===== src/hdl/lkvc_pkg.sv =====
// lkvc_pkg: request and response types, op codes and field widths
// for the lru key-value cache. No dependencies.
package lkvc_pkg;

    // field widths fixed by the request and response formats
    localparam int KEY_W   = 32;
    localparam int VALUE_W = 64;
    localparam int CNT_W   = 5;
    localparam int CAP_W   = 5;
    localparam int OP_W    = 3;

    localparam logic [CAP_W-1:0] CAP_RESET = 5'd16;

    // operation codes, codes above OP_CLEAR do nothing
    localparam logic [OP_W-1:0] OP_EXISTS = 3'd0;
    localparam logic [OP_W-1:0] OP_GET    = 3'd1;
    localparam logic [OP_W-1:0] OP_PUT    = 3'd2;
    localparam logic [OP_W-1:0] OP_ERASE  = 3'd3;
    localparam logic [OP_W-1:0] OP_CLEAR  = 3'd4;

    typedef struct packed {
        logic [OP_W-1:0]    op;
        logic [KEY_W-1:0]   key;
        logic [VALUE_W-1:0] data_in;
    } t_req;

    typedef struct packed {
        logic               hit;
        logic [VALUE_W-1:0] data_out;
        logic [CNT_W-1:0]   count;
    } t_rsp;

endpackage


===== src/hdl/lkvc_store.sv =====
// lkvc_store: entry storage, recency ranks, entry count and capacity register,
// with the combinational lookup and next-state update for one request. Uses lkvc_pkg.
module lkvc_store #(
    parameter int ENTRIES = 16
) (
    input  logic                          i_clk,
    input  logic                          i_rst_n,
    input  logic                          i_cfg_we,
    input  logic [lkvc_pkg::CAP_W-1:0]    i_cfg_wdata,
    input  logic                          i_step,
    input  lkvc_pkg::t_req                i_req,
    output lkvc_pkg::t_rsp                o_rsp
);

    localparam int IDX_W = (ENTRIES > 1) ? $clog2(ENTRIES) : 1;
    localparam int CNT_W = $clog2(ENTRIES + 1);
    localparam int CMP_W = ((CNT_W > lkvc_pkg::CAP_W) ? CNT_W : lkvc_pkg::CAP_W) + 1;

    // state
    logic [ENTRIES-1:0]                r_valid;
    logic [lkvc_pkg::KEY_W-1:0]        r_key   [ENTRIES];
    logic [lkvc_pkg::VALUE_W-1:0]      r_value [ENTRIES];
    logic [IDX_W-1:0]                  r_rank  [ENTRIES];
    logic [CNT_W-1:0]                  r_count;
    logic [lkvc_pkg::CAP_W-1:0]        r_cap;

    logic [ENTRIES-1:0]                n_valid;
    logic [lkvc_pkg::KEY_W-1:0]        n_key   [ENTRIES];
    logic [lkvc_pkg::VALUE_W-1:0]      n_value [ENTRIES];
    logic [IDX_W-1:0]                  n_rank  [ENTRIES];
    logic [CNT_W-1:0]                  n_count;

    logic [ENTRIES-1:0]                match;
    logic                              hit_any;
    logic [IDX_W-1:0]                  hit_idx;
    logic [IDX_W-1:0]                  hit_rank;
    logic [IDX_W-1:0]                  lru_rank;
    logic [CMP_W-1:0]                  cap_eff;
    logic                              full;
    logic [ENTRIES-1:0]                valid_kept;
    logic [IDX_W-1:0]                  slot;

    // parallel key compare, lowest matching entry wins
    always_comb begin
        match   = '0;
        hit_idx = '0;
        for (int i = 0; i < ENTRIES; i++) begin
            match[i] = r_valid[i] && (r_key[i] == i_req.key);
        end
        for (int i = ENTRIES - 1; i >= 0; i--) begin
            if (match[i]) begin
                hit_idx = IDX_W'(i);
            end
        end
        hit_any  = |match;
        hit_rank = r_rank[hit_idx];
    end

    // effective capacity, zero acts as one and large values clamp to the entry count
    always_comb begin
        cap_eff = CMP_W'(r_cap);
        if (cap_eff == '0) begin
            cap_eff = CMP_W'(1);
        end else if (cap_eff > CMP_W'(ENTRIES)) begin
            cap_eff = CMP_W'(ENTRIES);
        end
        full = (CMP_W'(r_count) >= cap_eff);
    end

    // victim is the entry holding the oldest rank; free slot is the lowest one left
    always_comb begin
        lru_rank = IDX_W'(r_count - CNT_W'(1));
        for (int i = 0; i < ENTRIES; i++) begin
            valid_kept[i] = r_valid[i] && !(full && (r_rank[i] == lru_rank));
        end
        slot = '0;
        for (int i = ENTRIES - 1; i >= 0; i--) begin
            if (!valid_kept[i]) begin
                slot = IDX_W'(i);
            end
        end
    end

    // next state and response for the request in the input register
    always_comb begin
        n_valid = r_valid;
        n_key   = r_key;
        n_value = r_value;
        n_rank  = r_rank;
        n_count = r_count;
        o_rsp   = '0;

        unique case (i_req.op) inside
            lkvc_pkg::OP_EXISTS: begin
                o_rsp.hit = hit_any;
            end
            lkvc_pkg::OP_GET, lkvc_pkg::OP_PUT: begin
                o_rsp.hit = hit_any;
                if (hit_any) begin
                    // touch: newer entries age by one
                    for (int i = 0; i < ENTRIES; i++) begin
                        if (r_valid[i] && (r_rank[i] < hit_rank)) begin
                            n_rank[i] = r_rank[i] + IDX_W'(1);
                        end
                    end
                    n_rank[hit_idx] = '0;
                    if (i_req.op == lkvc_pkg::OP_GET) begin
                        o_rsp.data_out = r_value[hit_idx];
                    end else begin
                        n_value[hit_idx] = i_req.data_in;
                    end
                end else if (i_req.op == lkvc_pkg::OP_PUT) begin
                    // insert, evicting the oldest entry when full
                    for (int i = 0; i < ENTRIES; i++) begin
                        n_rank[i] = valid_kept[i] ? (r_rank[i] + IDX_W'(1)) : '0;
                    end
                    n_valid       = valid_kept;
                    n_valid[slot] = 1'b1;
                    n_rank[slot]  = '0;
                    n_key[slot]   = i_req.key;
                    n_value[slot] = i_req.data_in;
                    n_count       = full ? r_count : (r_count + CNT_W'(1));
                end
            end
            lkvc_pkg::OP_ERASE: begin
                o_rsp.hit = hit_any;
                if (hit_any) begin
                    // older entries move up by one
                    for (int i = 0; i < ENTRIES; i++) begin
                        if (r_valid[i] && (r_rank[i] > hit_rank)) begin
                            n_rank[i] = r_rank[i] - IDX_W'(1);
                        end
                    end
                    n_valid[hit_idx] = 1'b0;
                    n_rank[hit_idx]  = '0;
                    n_count          = r_count - CNT_W'(1);
                end
            end
            lkvc_pkg::OP_CLEAR: begin
                n_valid = '0;
                for (int i = 0; i < ENTRIES; i++) begin
                    n_rank[i] = '0;
                end
                n_count = '0;
            end
            default: begin
            end
        endcase

        o_rsp.count = lkvc_pkg::CNT_W'(n_count);
    end

    // control state and capacity
    always_ff @(posedge i_clk) begin
        if (!i_rst_n) begin
            r_valid <= '0;
            r_count <= '0;
            r_cap   <= lkvc_pkg::CAP_RESET;
            for (int i = 0; i < ENTRIES; i++) begin
                r_rank[i] <= '0;
            end
        end else begin
            if (i_cfg_we) begin
                r_cap <= i_cfg_wdata;
            end
            if (i_step) begin
                r_valid <= n_valid;
                r_count <= n_count;
                r_rank  <= n_rank;
            end
        end
    end

    // keys and values
    always_ff @(posedge i_clk) begin
        if (i_step) begin
            r_key   <= n_key;
            r_value <= n_value;
        end
    end

endmodule


===== src/hdl/lru_key_value_cache_unit.sv =====
// lru_key_value_cache_unit: top level with input and result registers around
// the entry store. Uses lkvc_pkg and lkvc_store.
//
//  channel    direction  handshake                     payload
//  request    in         i_req_valid / o_req_ready     i_req  (lkvc_pkg::t_req)
//  response   out        o_rsp_valid / i_rsp_ready     o_rsp  (lkvc_pkg::t_rsp)
//  config     in         i_cfg_we (no wait)            i_cfg_wdata (capacity)
//
// One request per cycle sustained while the response is not stalled; a taken request sits
// in the input register while the key compare and rank update run, and its response
// loads into the result register when the request moves on.
// Reset empties the store, zeroes the ranks and count, and sets capacity to 16.
// A stalled response holds the result register; the input register still takes one
// more request behind it, then ready drops until the response leaves.
module lru_key_value_cache_unit #(
    parameter int ENTRIES = 16
) (
    input  logic                          i_clk,
    input  logic                          i_rst_n,
    input  logic                          i_req_valid,
    output logic                          o_req_ready,
    input  lkvc_pkg::t_req                i_req,
    output logic                          o_rsp_valid,
    input  logic                          i_rsp_ready,
    output lkvc_pkg::t_rsp                o_rsp,
    input  logic                          i_cfg_we,
    input  logic [lkvc_pkg::CAP_W-1:0]    i_cfg_wdata
);

    logic           r_req_valid;
    lkvc_pkg::t_req r_req;
    logic           r_rsp_valid;
    lkvc_pkg::t_rsp r_rsp;
    lkvc_pkg::t_rsp rsp;
    logic           advance;

    // the input register moves on when the result register is free or being emptied
    assign advance     = r_req_valid && (!r_rsp_valid || i_rsp_ready);
    assign o_req_ready = !r_req_valid || advance;
    assign o_rsp_valid = r_rsp_valid;
    assign o_rsp       = r_rsp;

    // entry store
    lkvc_store #(
        .ENTRIES (ENTRIES)
    ) u_store (
        .i_clk       (i_clk),
        .i_rst_n     (i_rst_n),
        .i_cfg_we    (i_cfg_we),
        .i_cfg_wdata (i_cfg_wdata),
        .i_step      (advance),
        .i_req       (r_req),
        .o_rsp       (rsp)
    );

    // input register
    always_ff @(posedge i_clk) begin
        if (!i_rst_n) begin
            r_req_valid <= 1'b0;
        end else if (i_req_valid && o_req_ready) begin
            r_req_valid <= 1'b1;
        end else if (advance) begin
            r_req_valid <= 1'b0;
        end
    end

    always_ff @(posedge i_clk) begin
        if (i_req_valid && o_req_ready) begin
            r_req <= i_req;
        end
    end

    // result register
    always_ff @(posedge i_clk) begin
        if (!i_rst_n) begin
            r_rsp_valid <= 1'b0;
        end else if (advance) begin
            r_rsp_valid <= 1'b1;
        end else if (i_rsp_ready) begin
            r_rsp_valid <= 1'b0;
        end
    end

    always_ff @(posedge i_clk) begin
        if (advance) begin
            r_rsp <= rsp;
        end
    end

    // a processed request always lands in the result register
    a_advance_fills: assert property (@(posedge i_clk) disable iff (!i_rst_n)
        advance |=> r_rsp_valid)
        else $error("processed request did not produce a response");

    // a request held back by a stalled response stays in the input register
    a_req_held: assert property (@(posedge i_clk) disable iff (!i_rst_n)
        (r_req_valid && !advance) |=> (r_req_valid && $stable(r_req)))
        else $error("pending request lost while stalled");

    // clear empties the store and never reports a hit
    a_clear_empty: assert property (@(posedge i_clk) disable iff (!i_rst_n)
        (advance && (r_req.op == lkvc_pkg::OP_CLEAR)) |=>
        ((o_rsp.count == '0) && !o_rsp.hit))
        else $error("clear left entries behind");

    // nonzero data only comes from a get hit
    a_data_needs_hit: assert property (@(posedge i_clk) disable iff (!i_rst_n)
        (o_rsp_valid && (o_rsp.data_out != '0)) |-> o_rsp.hit)
        else $error("data returned without a hit");

    // the entry count never exceeds the store size
    a_count_bound: assert property (@(posedge i_clk) disable iff (!i_rst_n)
        o_rsp_valid |-> (int'(o_rsp.count) <= ENTRIES))
        else $error("entry count above store size");

endmodule

===== config.mk =====
export PLATFORM = sky130hd
export DESIGN_NAME = lru_key_value_cache_unit
export DESIGN_NICKNAME = d
export VERILOG_FILES = /design/src/hdl/lkvc_pkg.sv /design/src/hdl/lkvc_store.sv /design/src/hdl/lru_key_value_cache_unit.sv
export SDC_FILE = /design/constraint.sdc
export NUM_CORES = 2
export LEC_CHECK = 0
export BUFFER_PORTS_ARGS = -buffer_cell sky130_fd_sc_hd__clkbuf_2
export CORE_UTILIZATION = 30
export CTS_BUF_LIST = sky130_fd_sc_hd__clkbuf_4
export DETAILED_ROUTE_END_ITERATION = 10
export MAX_ROUTING_LAYER = met4
export PLACE_DENSITY = 0.44
export RECOVER_POWER = 100
export SLEW_MARGIN = 20
export SYNTH_ARGS = -nofsm -noshare
export SYNTH_HDL_FRONTEND = slang
export SYNTH_HIERARCHICAL = 1
export SYNTH_SLANG_ARGS = --single-unit
export TNS_END_PERCENT = 10

===== constraint.sdc =====
create_clock -name i_clk -period 11.5 [get_ports i_clk]
set_clock_uncertainty 0.2 [all_clocks]
set_input_delay 2.875 -clock i_clk [delete_from_list [all_inputs] [get_ports i_clk]]
set_output_delay 2.875 -clock i_clk [all_outputs]
set_load 0.02 [all_outputs]

==> impl_metrics.toml <==
[outcome]
outcome = "complete, but fails checks"
violations = "capacitance limit, slew limit"

[global_routing]
antenna_found_initial = 29
grt_use_total = 0.2130
gr-total-overflow = 0
grt_pass1_wl_um = 441800
grt_pass1_vias = 60700
grt_start_max_net_pins = 121

[logic_synthesis]
syn_inst = 7110
synth_fp_nets = 7322
synthMuxAreaShare = 0.05579
synth-edff-count = 1705
yosys.cell_types.count = 112
synth-seq-area-share = 0.6038
synth_xor_area_frac = 0.06211
yosysWarnings = 6
syn-cell-area_um2 = 87850
ys_async_sr_fraction = 0
avgSynthCellArea_um2 = 12.36
ys_seq_elements = 1797
synth_top_family_by_area = "simple AND/OR/NAND/NOR gates"
synthSimpleGateAreaFrac = 0.1623
synth-main-ff-cell = "edfxtp_1"
synth_compound_area_frac = 0.06999
synth_adder_area_share = 0.01467

[cts]
clk_pin_slew_worst_paths_ns = 0.06
clk_latency_ns = 1.49
cts_hold_buffers = 0
cts_tree = "done"
root_buffer = "clkbuf_4"
h-tree-depth = 6
clock-sinks = 1797
cts_buffers = 546
clock_path_buffers = 4
postCtsResizedCells = 0
post_cts_buffers = 0

[cells_and_area]
area_delta_synth_final_pct = 13.17
seq_area_um2 = 53040
drive_above_1_share = 0.1596
fill_cells = 29118
multi_input_area_um2 = 32230
nets = 7741

[timing]
hold_viol_final = 0
relSlewSlack = -1.497
worst_slew_pin_slew_ns = 3.746
max_freq_ghz = 0.1028
setup_viol = 0
final_min_period_over_clock_period = 0.8458
finalWorstSetupSlack_ns = 1.774
fin_crit_ns = 9.726
rsz0062_at_grt = "no"
fin_setup_tns_ns = 0
slew_violations = 1929

[routing]
ant_nets = 0
wl_met1_um = 143400
dr.first_iter.drc_count = 5056
finalWirelength_um = 312400
dr_wl_met2_um = 140100
dr_wl_met3_um = 19090
top_layer = "met4"
routedWlPerCell_um = 26.45
num_vias = 60136
first_pass_iters = 6
drc_errors = 0
vias_per_cell = 5.090

[worst_setup_path]
path_cells = "clkbuf_1, clkbuf_1, xnor2_1, nand4_1, or3b_2, or3_1, and2_0, nand2_1, buf_4, nor2_1, clkbuf_1, or4b_4, buf_4, a21oi_1, o221ai_1, a221oi_1"
path_common_cell = "clkbuf_1"
setup.worst_path.end = "o_rsp[61]"
worstPathRequired_ns = 12.30
cp.arrival_ns = 10.53
startpoint_type = "register"
worst_setup_path_end_kind = "register"
r2r-start = "r_req[78]"
reg2reg_depth = 16
r2r_setup_slack_ns = 1.77
path_max_fanout = 39
slowest_delay_ns = 1.29
rr_endpoint = "o_rsp[61]"
setup.worst_path.class = "register to register"
cp-startpoint = "r_req[78]"
crit_slowest_cell = "clkbuf_1"

[worst_hold_path]
min_path_cells = 2
hp-class = "register to register"

[floorplanning]
rows = 198
core_area_um2 = 291100
ios = 181
die_y_um = 543.1
initial_core_util = 0.3018
die_w_um = 543.1
die_area_um2 = 295000

[placement]
dp_hpwl_um = 180000
place_ws_ns = 3.681
port_buffers = 180
gp_congestion = 0.8875

[pwr]
pwr_density_cell_nw_per_um2 = 141.4
vdd_drop_max_uv = 78.28
leakage_nw = 35.11

[run]
drv_cap = 64
==> layer usage <==
layer  global-route usage  vias up
met3              0.03275      603
met5                    -        -
met2               0.3246     2165
met4              0.07108        0
met1               0.2883    30438
li1                     -    26930
==> layout by cell type (no fill, tap or decap), drive strengths merged, types with 17 or more instances in the layout <==
cell type / synthesis / routed
nand3: 107 / 107
or4: 26 / 26
nor3: 71 / 71
o211ai: 23 / 23
clkbuf: 258 / 1042
nand4: 96 / 96
o221ai: 17 / 17
nor2: 382 / 382
a21oi: 338 / 338
and2: 279 / 279
diode: 0 / 19
xnor2: 153 / 153
o31ai: 25 / 25
xor2: 423 / 423
edfxtp: 1705 / 1705
buf: 248 / 115
dfxtp: 92 / 92
and3: 18 / 18
mux2: 85 / 85
a2111oi: 49 / 49
nor4: 179 / 179
nand2: 514 / 514
nand4b: 20 / 20
nor2b: 797 / 797
nor4b: 19 / 19
o21ai: 250 / 250
ha: 103 / 103
o21a: 18 / 18
mux2i: 394 / 394
a31oi: 39 / 39
or3: 24 / 24
inv: 75 / 95
clkinv: 1 / 91
nand2b: 45 / 45
==> report_power, final <==
group | internal [mW] | leakage, nW | switching, mW
clock network | 3.36 | 4.03 | 2.99
logic | 0.162 | 12.3 | 0.332
registers | 7.14 | 18.8 | 0.0727
total | 10.7 | 35.1 | 3.39
==> registers in the layout, indices dropped and copies added (netlist names) <==
register / flops
u_store/r_valid: 16
r_req: 99
u_store/r_rank: 64
o_rsp: 70
u_store/r_key: 512
u_store/r_count: 5
u_store/r_cap: 5
u_store/r_value: 1024
r_req_valid: 1
o_rsp_valid: 1
==> metrics by stage <==
stage / cells / utilization / cell area [um^2] / power [mW] / hold slack, ns
2_1_floorplan: 7110 / - / 87850 / 7.630 / 0.2611
3_3_place_gp: 10877 / 0.3202 / 93210 / 7.856 / 0.2884
3_5_place_dp: 10881 / 0.3205 / 93310 / 7.858 / 0.3190
4_1_cts: 11795 / 0.3441 / 100200 / 14.33 / 0.3330
5_1_grt: 11808 / 0.3415 / 99410 / 14.67 / 0.3541
6_report: 11814 / 0.3415 / 99420 / 14.06 / 0.3225
==> logic make-up after synthesis <==
kind of cell,count (synthesis)
and+or+nand+nor,2616
DFF,1797
AOI/OAI and AO/OA,939
xor gates and xnor gates,594
buffers and inverters,582
muxes,479
adders and majority gates,103
==> worst min-delay path by stage <==
stage	from	end	slack, ns
2_1_floorplan	u_store/r_cap[0]	u_store/r_cap[0]	0.26
3_3_place_gp	u_store/r_cap[0]	u_store/r_cap[0]	0.29
3_5_place_dp	u_store/r_cap[0]	u_store/r_cap[0]	0.32
4_1_cts	u_store/r_cap[0]	u_store/r_cap[0]	0.33
5_1_grt	u_store/r_cap[2]	u_store/r_cap[2]	0.35
6_report	u_store/r_cap[0]	u_store/r_cap[0]	0.32
==> cell usage after synthesis (32+ instances only) <==
library cell	count	area (um^2)
dfxtp_1	92	1842
nor2_1	379	1423
nor4_1	177	1107
mux2i_1	394	3944
xor2_1	423	3705
nor3_1	61	305.3
nand3_1	105	525.5
ha_1	103	1289
edfxtp_1	1705	51200
o21ai_0	206	1031
clkbuf_1	252	945.9
o21ai_1	44	220.2
a31oi_1	38	237.7
a21oi_1	336	1682
xnor2_1	153	1340
nand2_1	514	1929
buf_2	133	665.6
and2_1	278	1739
nand2b_1	44	275.3
inv_1	74	277.8
buf_1	32	120.1
a2111oi_2	41	615.6
nand4_1	95	594.3
mux2_2	85	957.2
nor2b_1	796	4980
buf_4	61	457.9
==> final cells by class <==
cell class / instances / share of cell area
antenna: 19 / 0.0004782
sequential: 1797 / 0.5335
clock buffer: 780 / 0.05890
clock inverter: 134 / 0.01003
tap: 3900 / 0.04908
multi-input combinational: 4731 / 0.3241
timing repair buffer: 377 / 0.02102
inverter: 76 / 0.002869
==> critical path, delay by kind of cell, from the launching register on <==
| kind | cells | cell delay (ns) |
|---|---|---|
| compound gates | 3 | 1.40 |
| buf+inv | 5 | 4.11 |
| flops | 1 | 0.32 |
| xor+xnor | 1 | 0.26 |
| simple gates | 7 | 2.86 |
Note: power is estimated with default switching activity, not from simulation.
